File: src/hdl/rau_pkg.sv
// Shared types and constants for the rational arithmetic unit.
package rau_pkg;

    localparam logic [2:0] OP_ADD = 3'd0;
    localparam logic [2:0] OP_SUB = 3'd1;
    localparam logic [2:0] OP_MUL = 3'd2;
    localparam logic [2:0] OP_DIV = 3'd3;

    localparam logic [1:0] ST_OK   = 2'd0;
    localparam logic [1:0] ST_ZERO = 2'd1;
    localparam logic [1:0] ST_OVF  = 2'd2;

    // Width of the full-precision intermediates (two 32-bit magnitudes multiplied, plus carry)
    localparam int WIDE = 65;

    typedef enum logic [3:0] {
        S_IDLE,
        S_MUL1,
        S_MUL2,
        S_MUL3,
        S_COMB,
        S_GCD_START,
        S_GCD_DIV,
        S_GCD_STEP,
        S_RED_NUM,
        S_RED_DEN,
        S_CHECK
    } state_t;

    // Request/status between the sequencer and the shared divider
    typedef struct packed {
        logic             start;
        logic [WIDE-1:0]  dividend;
        logic [WIDE-1:0]  divisor;
    } div_req_t;

    typedef struct packed {
        logic             done;
        logic [WIDE-1:0]  quotient;
        logic [WIDE-1:0]  remainder;
    } div_rsp_t;

endpackage

File: src/hdl/rau_divider.sv
// Restoring divider, one quotient bit per cycle.
module rau_divider
(
    input  logic              clk,
    input  logic              rst_n,
    input  rau_pkg::div_req_t req,
    output rau_pkg::div_rsp_t rsp
);

    localparam int W  = rau_pkg::WIDE;
    localparam int CW = $clog2(W + 1);

    logic [W-1:0]  quo_reg, quo_next;
    logic [W-1:0]  rem_reg, rem_next;
    logic [W-1:0]  dvs_reg, dvs_next;
    logic [CW-1:0] cnt_reg, cnt_next;
    logic          busy_reg, busy_next;
    logic          done_reg, done_next;
    logic [W:0]    trial;
    logic [W:0]    shifted;

    // One shift-and-subtract step
    always_comb
    begin
        quo_next  = quo_reg;
        rem_next  = rem_reg;
        dvs_next  = dvs_reg;
        cnt_next  = cnt_reg;
        busy_next = busy_reg;
        done_next = 1'b0;
        shifted   = {rem_reg, quo_reg[W-1]};
        trial     = shifted - {1'b0, dvs_reg};
        if (req.start)
        begin
            quo_next  = req.dividend;
            rem_next  = '0;
            dvs_next  = req.divisor;
            cnt_next  = CW'(W);
            busy_next = 1'b1;
        end
        else if (busy_reg)
        begin
            if (!trial[W])
            begin
                rem_next = trial[W-1:0];
                quo_next = {quo_reg[W-2:0], 1'b1};
            end
            else
            begin
                rem_next = shifted[W-1:0];
                quo_next = {quo_reg[W-2:0], 1'b0};
            end
            cnt_next = cnt_reg - 1'b1;
            if (cnt_reg == CW'(1))
            begin
                busy_next = 1'b0;
                done_next = 1'b1;
            end
        end
    end

    always_ff @(posedge clk or negedge rst_n)
    begin
        if (!rst_n)
        begin
            busy_reg <= 1'b0;
            done_reg <= 1'b0;
            cnt_reg  <= '0;
        end
        else
        begin
            busy_reg <= busy_next;
            done_reg <= done_next;
            cnt_reg  <= cnt_next;
        end
    end

    always_ff @(posedge clk)
    begin
        quo_reg <= quo_next;
        rem_reg <= rem_next;
        dvs_reg <= dvs_next;
    end

    assign rsp.done      = done_reg;
    assign rsp.quotient  = quo_reg;
    assign rsp.remainder = rem_reg;

endmodule

File: src/hdl/rational_arithmetic_unit_top.sv
// From accept to done an item passes the multiply states, the Euclid remainder steps and two reductions;
// every divider pass (Euclid step or reduction) runs on the one shared divider.
// Zero denominator or divide by zero: done straight after accept; zero numerator: done from S_GCD_START.
// Throughput: one item at a time; busy stays high from accept through the done strobe.
// Reset: rst_n asynchronous active low returns the sequencer to idle, busy and done low.
// Results are shown for exactly one cycle with done; the receiver cannot stall.
module rational_arithmetic_unit_top
#(
    parameter int DATA_WIDTH = 32
)
(
    input  logic               clk,
    input  logic               rst_n,
    input  logic               start,
    output logic               busy,
    input  logic [2:0]         operation,
    input  logic signed [31:0] a_num,
    input  logic signed [31:0] a_den,
    input  logic signed [31:0] b_num,
    input  logic signed [31:0] b_den,
    output logic               done,
    output logic signed [31:0] result_num,
    output logic [30:0]        result_den,
    output logic [1:0]         status
);

    localparam int W = rau_pkg::WIDE;
    localparam int M = DATA_WIDTH;

    rau_pkg::state_t   state_reg, state_next;
    rau_pkg::div_req_t dreq;
    rau_pkg::div_rsp_t drsp;

    logic [2:0]   op_reg, op_next;
    logic [M-1:0] an_reg, an_next, ad_reg, ad_next;
    logic [M-1:0] bn_reg, bn_next, bd_reg, bd_next;
    logic         sa_reg, sa_next, sb_reg, sb_next;
    logic [W-1:0] p_reg, p_next, q_reg, q_next, d_reg, d_next;
    logic [W-1:0] x_reg, x_next, y_reg, y_next;
    logic [W-1:0] num_reg, num_next, den_reg, den_next;
    logic         neg_reg, neg_next;
    logic         done_reg, done_next;
    logic signed [31:0] rn_reg, rn_next;
    logic [30:0]  rd_reg, rd_next;
    logic [1:0]   st_reg, st_next;

    logic [M-1:0] mag_an, mag_ad, mag_bn, mag_bd;
    logic         neg_an, neg_ad, neg_bn, neg_bd;
    logic [M-1:0] mul_x, mul_y;
    logic [2*M-1:0] mul_full;
    logic [W-1:0] mul_p;
    logic         sq;
    logic [W-1:0] lim;

    // Magnitudes of the low DATA_WIDTH bits of each operand
    always_comb
    begin
        neg_an = a_num[M-1];
        neg_ad = a_den[M-1];
        neg_bn = b_num[M-1];
        neg_bd = b_den[M-1];
        mag_an = neg_an ? (M'(0) - a_num[M-1:0]) : a_num[M-1:0];
        mag_ad = neg_ad ? (M'(0) - a_den[M-1:0]) : a_den[M-1:0];
        mag_bn = neg_bn ? (M'(0) - b_num[M-1:0]) : b_num[M-1:0];
        mag_bd = neg_bd ? (M'(0) - b_den[M-1:0]) : b_den[M-1:0];
    end

    // Shared multiplier, one product per cycle
    assign mul_full = mul_x * mul_y;
    assign mul_p = W'(mul_full);
    assign sq    = (op_reg == rau_pkg::OP_SUB) ? !sb_reg : sb_reg;
    assign lim   = W'(1) << (M - 1);

    rau_divider u_div
    (
        .clk   (clk),
        .rst_n (rst_n),
        .req   (dreq),
        .rsp   (drsp)
    );

    // Sequencer
    always_comb
    begin
        state_next = state_reg;
        op_next = op_reg;
        an_next = an_reg; ad_next = ad_reg; bn_next = bn_reg; bd_next = bd_reg;
        sa_next = sa_reg; sb_next = sb_reg;
        p_next = p_reg; q_next = q_reg; d_next = d_reg;
        x_next = x_reg; y_next = y_reg;
        num_next = num_reg; den_next = den_reg; neg_next = neg_reg;
        rn_next = rn_reg; rd_next = rd_reg; st_next = st_reg;
        done_next = 1'b0;
        dreq.start = 1'b0;
        dreq.dividend = x_reg;
        dreq.divisor = y_reg;
        mul_x = an_reg;
        mul_y = bd_reg;
        case (state_reg)
            rau_pkg::S_IDLE:
            begin
                // no accept while the previous done strobe is still out
                if (start && !done_reg)
                begin
                    op_next = operation;
                    an_next = mag_an; ad_next = mag_ad;
                    bn_next = mag_bn; bd_next = mag_bd;
                    sa_next = neg_an != neg_ad;
                    sb_next = neg_bn != neg_bd;
                    if (mag_ad == '0 || (operation <= rau_pkg::OP_DIV && mag_bd == '0)
                        || (operation == rau_pkg::OP_DIV && mag_bn == '0))
                    begin
                        rn_next = '0; rd_next = '0; st_next = rau_pkg::ST_ZERO;
                        done_next = 1'b1;
                    end
                    else
                    begin
                        state_next = rau_pkg::S_MUL1;
                    end
                end
            end
            rau_pkg::S_MUL1:
            begin
                // an*bd, or an*bn for multiply
                mul_x = an_reg;
                mul_y = (op_reg == rau_pkg::OP_MUL) ? bn_reg : bd_reg;
                p_next = mul_p;
                state_next = rau_pkg::S_MUL2;
            end
            rau_pkg::S_MUL2:
            begin
                mul_x = ad_reg;
                mul_y = (op_reg == rau_pkg::OP_DIV) ? bn_reg : bd_reg;
                d_next = mul_p;
                state_next = rau_pkg::S_MUL3;
            end
            rau_pkg::S_MUL3:
            begin
                mul_x = bn_reg;
                mul_y = ad_reg;
                q_next = mul_p;
                state_next = rau_pkg::S_COMB;
            end
            rau_pkg::S_COMB:
            begin
                case (op_reg)
                    rau_pkg::OP_ADD, rau_pkg::OP_SUB:
                    begin
                        if (sa_reg == sq)
                        begin
                            num_next = p_reg + q_reg; neg_next = sa_reg;
                        end
                        else if (p_reg >= q_reg)
                        begin
                            num_next = p_reg - q_reg; neg_next = sa_reg;
                        end
                        else
                        begin
                            num_next = q_reg - p_reg; neg_next = sq;
                        end
                        den_next = d_reg;
                    end
                    rau_pkg::OP_MUL, rau_pkg::OP_DIV:
                    begin
                        num_next = p_reg; den_next = d_reg; neg_next = sa_reg != sb_reg;
                    end
                    default:
                    begin
                        num_next = W'(an_reg); den_next = W'(ad_reg); neg_next = sa_reg;
                    end
                endcase
                state_next = rau_pkg::S_GCD_START;
            end
            rau_pkg::S_GCD_START:
            begin
                if (num_reg == '0)
                begin
                    rn_next = '0; rd_next = 31'd1; st_next = rau_pkg::ST_OK;
                    done_next = 1'b1;
                    state_next = rau_pkg::S_IDLE;
                end
                else
                begin
                    x_next = num_reg; y_next = den_reg;
                    state_next = rau_pkg::S_GCD_STEP;
                end
            end
            rau_pkg::S_GCD_STEP:
            begin
                // y holds the next divisor; zero means x is the gcd
                if (y_reg == '0)
                begin
                    dreq.start = 1'b1;
                    dreq.dividend = num_reg;
                    dreq.divisor = x_reg;
                    state_next = rau_pkg::S_RED_NUM;
                end
                else
                begin
                    dreq.start = 1'b1;
                    state_next = rau_pkg::S_GCD_DIV;
                end
            end
            rau_pkg::S_GCD_DIV:
            begin
                if (drsp.done)
                begin
                    x_next = y_reg;
                    y_next = drsp.remainder;
                    state_next = rau_pkg::S_GCD_STEP;
                end
            end
            rau_pkg::S_RED_NUM:
            begin
                if (drsp.done)
                begin
                    num_next = drsp.quotient;
                    dreq.start = 1'b1;
                    dreq.dividend = den_reg;
                    dreq.divisor = x_reg;
                    state_next = rau_pkg::S_RED_DEN;
                end
            end
            rau_pkg::S_RED_DEN:
            begin
                if (drsp.done)
                begin
                    den_next = drsp.quotient;
                    state_next = rau_pkg::S_CHECK;
                end
            end
            rau_pkg::S_CHECK:
            begin
                if (den_reg > lim - W'(1) || (neg_reg ? num_reg > lim : num_reg > lim - W'(1)))
                begin
                    rn_next = '0; rd_next = '0; st_next = rau_pkg::ST_OVF;
                end
                else
                begin
                    rn_next = neg_reg ? (32'd0 - num_reg[31:0]) : num_reg[31:0];
                    rd_next = den_reg[30:0];
                    st_next = rau_pkg::ST_OK;
                end
                done_next = 1'b1;
                state_next = rau_pkg::S_IDLE;
            end
            default:
            begin
                state_next = rau_pkg::S_IDLE;
            end
        endcase
    end

    always_ff @(posedge clk or negedge rst_n)
    begin
        if (!rst_n)
        begin
            state_reg <= rau_pkg::S_IDLE;
            done_reg  <= 1'b0;
        end
        else
        begin
            state_reg <= state_next;
            done_reg  <= done_next;
        end
    end

    always_ff @(posedge clk)
    begin
        op_reg <= op_next;
        an_reg <= an_next; ad_reg <= ad_next; bn_reg <= bn_next; bd_reg <= bd_next;
        sa_reg <= sa_next; sb_reg <= sb_next;
        p_reg <= p_next; q_reg <= q_next; d_reg <= d_next;
        x_reg <= x_next; y_reg <= y_next;
        num_reg <= num_next; den_reg <= den_next; neg_reg <= neg_next;
        rn_reg <= rn_next; rd_reg <= rd_next; st_reg <= st_next;
    end

    assign busy       = (state_reg != rau_pkg::S_IDLE) || done_reg;
    assign done       = done_reg;
    assign result_num = rn_reg;
    assign result_den = rd_reg;
    assign status     = st_reg;

endmodule
File: config.mk
export PLATFORM = sky130hd
export DESIGN_NAME = rational_arithmetic_unit_top
export DESIGN_NICKNAME = d
export VERILOG_FILES = /design/src/hdl/rau_pkg.sv /design/src/hdl/rau_divider.sv /design/src/hdl/rational_arithmetic_unit_top.sv
export SDC_FILE = /design/constraint.sdc
export NUM_CORES = 2
export LEC_CHECK = 0
export CAP_MARGIN = 0
export CORE_ASPECT_RATIO = 0.7
export CORE_UTILIZATION = 55
export DETAILED_ROUTE_END_ITERATION = 10
export DONT_BUFFER_PORTS = 1
export PLACE_DENSITY_LB_ADDON = 0.2
export SETUP_SLACK_MARGIN = 0.2
export SLEW_MARGIN = 5
export SYNTH_ARGS = -nofsm -noshare
export SYNTH_HDL_FRONTEND = slang
export SYNTH_SLANG_ARGS = --single-unit
File: constraint.sdc
create_clock -name clk -period 34.8 [get_ports clk]
set_clock_uncertainty 0.2 [all_clocks]
set_input_delay 10.44 -clock clk [delete_from_list [all_inputs] [get_ports clk]]
set_output_delay 10.44 -clock clk [all_outputs]
set_load 0.01 [all_outputs]
## Yosys cells after proc, flatten, opt, wreduce, memory -nomap -nowiden

Cells that the tools add are included.

- Logic and storage cells: 170
- Input bits: 134
- Register bits: 860

- Add/subtract/negate cells: 10
- Muxes and demuxes: 69
- Reduce and logical (&&, ||, !) cells: 31
- $mul: 1
- $lt $le $gt $ge: 5
- Equal/unequal tests: 27

Operators by type and width:

| operator | count |
|---|---|
| 65-bit 2-to-1 mux | 10 |
| 65-bit one-hot mux with 2 select lines | 5 |
| 32-bit 2-to-1 mux | 10 |
| 131-bit one-hot mux with 2 select lines | 1 |
| 32-bit one-hot mux with 3 select lines | 2 |
| 1-bit by 32-bit subtractor with 32-bit output, first input constant | 5 |
| 31-bit 2-to-1 mux | 5 |
| 131-bit 2-to-1 mux | 1 |
| 65-bit by 31-bit > comparator with 1-bit output, second input constant | 2 |
| 65-bit zero test | 2 |
| 130-bit 2-to-1 mux | 1 |
| 64-bit by 64-bit subtractor with 65-bit output | 2 |
| 32-bit zero test | 3 |
| 31-bit one-hot mux with 3 select lines | 1 |
| 66-bit by 65-bit subtractor with 66-bit output | 1 |
| 64-bit by 64-bit adder with 65-bit output | 1 |
| 65-bit by 32-bit > comparator with 1-bit output, second input constant | 1 |
| 64-bit greater-or-equal comparator | 1 |
| 32-bit by 32-bit multiplier with 64-bit output | 1 |
| 64-bit 2-to-1 mux | 1 |
| 32-bit one-hot mux with 2 select lines | 1 |
| 4-bit one-hot mux with 10 select lines | 1 |
| 4-bit 2-to-1 mux | 6 |
| 4-bit by 3-bit equality test with 1-bit output, second input constant | 4 |
| 33 further kinds | 75 |

## Logic depth before layout (Yosys ltp)

- Depth after elaboration: 9
- Gate-level depth with buffers: 41

## Modules after synthesis

From an unflattened synthesis, not the netlist that was laid out.

- Cells, all modules: 9602
- Area total of the unflattened synthesis: 88327.2 µm²

By module, submodules not included:

| module | instances | seq. area each (µm²) | cells an instance | area an instance (µm²) |
|---|---|---|---|---|
| rational_arithmetic_unit_top | 1 | 19673.9 | 8293 | 75909.1 |
| rau_divider | 1 | 5430.2 | 1309 | 12418.2 |

## Worst setup path before layout

No wires, ideal clock.

- Kind: input port to flip-flop
- Start: input start
- End: register rd_reg[0], in the netlist result_den[0] (enable)
- Data arrival time: 15437 ps
- Required time: 34175 ps
- Slack: 18739 ps
- Path buffers: 0
- Stages: 3
- Path through: and4b_1 > nand2_1 > nand2_1

- Cells in the longest elaborated chain, start to end: 3

Ends and longest elaborated chain:

| item | RTL line | source |
|---|---|---|
| from (decl) | rational_arithmetic_unit_top.sv:14 | `input logic start,` |
| 1-bit logical AND | rational_arithmetic_unit_top.sv:103 | `if (start && !done_reg)` |
| 2-bit != test (no line) | - |  |
| 4-bit AND reduction (no line) | - |  |
| to (signal assigned) | rational_arithmetic_unit_top.sv:276 | `rn_reg <= rn_next; rd_reg <= rd_next; st_reg <= st_next;` |
| to (decl) | rational_arithmetic_unit_top.sv:44 | `logic [30:0] rd_reg, rd_next;` |

No other way between the ends.
A chain may end at the register's enable or synchronous reset.

## Worst setup path after layout

- Start: input a_den[1]
- End: register rn_reg[0], in the netlist result_num[0] (enable)

- Cells in the longest elaborated chain, start to end: 7

Ends and longest elaborated chain:

| item | RTL line | source |
|---|---|---|
| from (decl) | rational_arithmetic_unit_top.sv:18 | `input logic signed [31:0] a_den,` |
| 1-bit by 32-bit subtractor with 32-bit output | rational_arithmetic_unit_top.sv:63 | `mag_ad = neg_ad ? (M'(0) - a_den[M-1:0]) : a_den[M-1:0];` |
| 32-bit 2-to-1 mux | rational_arithmetic_unit_top.sv:63 |  |
| via mag_ad[18] | rational_arithmetic_unit_top.sv:47 | `logic [M-1:0] mag_an, mag_ad, mag_bn, mag_bd;` |
| 32-bit zero test | rational_arithmetic_unit_top.sv:110 | `if (mag_ad == '0 \|\| (operation <= rau_pkg::OP_DIV && mag_bd == '0)` |
| 1-bit logical OR | rational_arithmetic_unit_top.sv:110 |  |
| 1-bit logical OR | rational_arithmetic_unit_top.sv:111 | `\|\| (operation == rau_pkg::OP_DIV && mag_bn == '0))` |
| 2-bit != test (no line) | - |  |
| 4-bit AND reduction (no line) | - |  |
| to (signal assigned) | rational_arithmetic_unit_top.sv:276 |  |
| to (decl) | rational_arithmetic_unit_top.sv:43 | `logic signed [31:0] rn_reg, rn_next;` |

The timed path passes the listed nets, and every way through them passes these cells.

==> out/qor.csv <==
metric;value;unit
status;finished, violations left;
failed_checks;capacitance limit, slew limit;
dr.pass1.iters;7;
fin_area;0.0936;mm²
start_util;55.6;%
cts_made_buffers;89;
crit_arrival;15290;ps
cts_resized;0;
num_rows;122;
grt_setup_unrepaired;false;
required;34980;ps
fmax;66.2;MHz
dp_cells;11500;
overflow;0;
die_h;337;µm
drtIter0Drc;11200;
grt_antenna_before_repair;21;
routed_via_density;6.58;
die_w;480;µm
cts_setup_buffers;0;
portBuffers;0;
cts-root-buf;clkbuf_16;
yosys_warnings;0;
timing.critical_path.buf_inv;2;
vias;76900;
final_core_util;59.0;%
ant_nets;0;
cp_max_fo;65;
layout-drive-gt1-share;6.28;%
r2r_slack;21210;ps
area_delta_synth_final;6.26;%
period_minus_slack;15110;ps
hold_viol_final;0;
syn_area;0.0881;mm²
crit_chain;inv_1, ha_1, or4b_1, nand4b_1, o31ai_1, xnor2_1, or4_1, a2111oi_0, nand4_1, o221ai_2, nand2_1, nand2_2, buf_4;
slew_viol_final;3;
cts_num_sinks;860;
synth-async-reset-ratio;1.63;%
grt_max_degree;107;
hold_class;reg2reg;
grt_first_pass_wirelength;504;mm
period_share;43.4;%
grt_pass1_vias;73200;
cts_tree;yes;
synth-seq-cells;860;
clk_pin_slew;60;ps
synth_fp_nets;11300;
setup_viol;0;
fp.coreArea;0.159;mm²
synth.distinct_cells;97;
synthCells;9748;
seqCellArea;0.0251;mm²
placed_area;0.0906;mm²
ctsLongestPathBuffers;3;
critPathCaptureType;register;
critPathMaxStageDelay;620;ps
syn_area_per_cell;9.04;µm²
crit_slowest_cell;or4b_1;
num-fill-cells;13700;
final_cells;11700;
cellPowerDensity;23.0;mW/mm²
die-area;0.162;mm²
synth-edff-count;781;
p_leak;0.0398;µW
ir_drop;0.0000401;V
max_cap_violations;1;
grtUsageTotal;42.9;%
layout.nets;11100;
ctsHoldBuffers;0;
ios;201;
tightest_slew;1530;ps
dp_hpwl;280;mm
drc;0;
crit_type;in2reg;
tns;0;ps
totalWireLength;351;mm
multi_input_area;0.0569;mm²
slew_headroom;-2.50;%
finalWeightedCongestion;1.06;
synth_ff_type;edfxtp_1;
detail_route.wl_per_cell;30.0;µm
seq_area_frac_synth;28.5;%
clk_latency;770;ps
start_kind;input port;
htreeDepth;3;
path_delay_family;simple AND/OR/NAND/NOR gates;
cell usage after synthesis, drive strengths merged, types with 53 or more instances:
cell | n | area (µm²)
inv | 1179 | 4430
nand2 | 1160 | 4350
nor2 | 1128 | 4230
fa | 900 | 18000
edfxtp | 781 | 23500
o21ai | 610 | 3050
ha | 531 | 6640
a21oi | 524 | 2630
clkbuf | 490 | 1840
xnor2 | 229 | 2010
nor3 | 156 | 781
mux2 | 142 | 1600
a31oi | 140 | 876
a21o | 132 | 991
nand4 | 107 | 669
nand3 | 105 | 526
xor2 | 105 | 920
mux2i | 95 | 951
nor4 | 90 | 569
or3 | 87 | 544
o31ai | 82 | 621
o21bai | 72 | 541
dfxtp | 65 | 1300
and2 | 60 | 375
o21a | 57 | 428
buf | 54 | 220
nand2b | 53 | 332
layout make-up:
cell class / count / share of cell area (%)
clock inverter: 54 / 0.628
sequential: 860 / 26.8
antenna: 9 / 0.0241
inverter: 1182 / 4.74
clock buffer: 111 / 2.55
tap: 2108 / 2.82
timing repair buffer: 199 / 1.60
multi-input combinational: 7162 / 60.8
report_power, final:
part	internal [µW]	total, µW	switching [µW]	leakage (µW)
Clock	548	1000	457	0.00146
Combinational	15.6	36.4	20.7	0.0306
Sequential	1110	1110	0	0.00771
Total	1680	2160	478	0.0398
final timing paths:
kind | start | to | cells past startpoint
worst min-delay path | u_div.rem_reg[29] | u_div.rem_reg[29] | 2
max in group asynchronous | rst_n | u_div.busy_reg | 0
worst max register to register | state_reg[0] | q_reg[63] | 31
min in group asynchronous | rst_n | done | 0
worst min register to register | u_div.rem_reg[29] | u_div.rem_reg[29] | 2
worst max-delay path | a_den[1] | result_num[0] | 13
metal layers:
metal	GRT usage, %	vias to the layer above	wire length (µm)
met4	17.3	22	15900
li1	-	32600	-
met5	2.85	-	701
met3	18.3	833	57700
met2	55.4	5523	135000
met1	62.0	38000	142000
kinds of logic after synthesis:
family / synth area share (%)
AND/OR/NAND/NOR: 15.6
flip-flops: 28.5
multiplexers: 2.89
AO/OA/AOI/OAI: 14.3
adder cells (fa/ha/maj): 28.0
XOR/XNOR: 3.32
buffers and inverters: 7.37
layout by cell type, fill, tap and decap left out, types with 135 or more instances in the layout:
| cell | n |
|---|---|
| mux2_2 | 140 |
| nor2_1 | 1120 |
| xnor2_1 | 228 |
| ha_1 | 531 |
| a31oi_1 | 140 |
| nor3_1 | 135 |
| a21oi_1 | 517 |
| nand2_1 | 1153 |
| fa_1 | 900 |
| inv_1 | 1175 |
| o21ai_0 | 534 |
| buf_4 | 199 |
| edfxtp_1 | 781 |
per-stage QoR:
step	total power, µW	hold slack, ps	worst slack (ps)
2_1_floorplan	1160	249	18740
3_3_place_gp	1170	278	19130
3_5_place_dp	1170	278	19010
4_1_cts	2160	286	19760
5_1_grt	2200	314	19330
6_report	2160	288	19690
worst min-delay path, delay by kind of cell, from the launching register on:
| kind | cells | cell delay, ps |
|---|---|---|
| compound gates | 1 | 50 |
| flops | 1 | 340 |
| simple gates | 1 | 60 |
No activity file was read; power rests on OpenSTA's default activity.
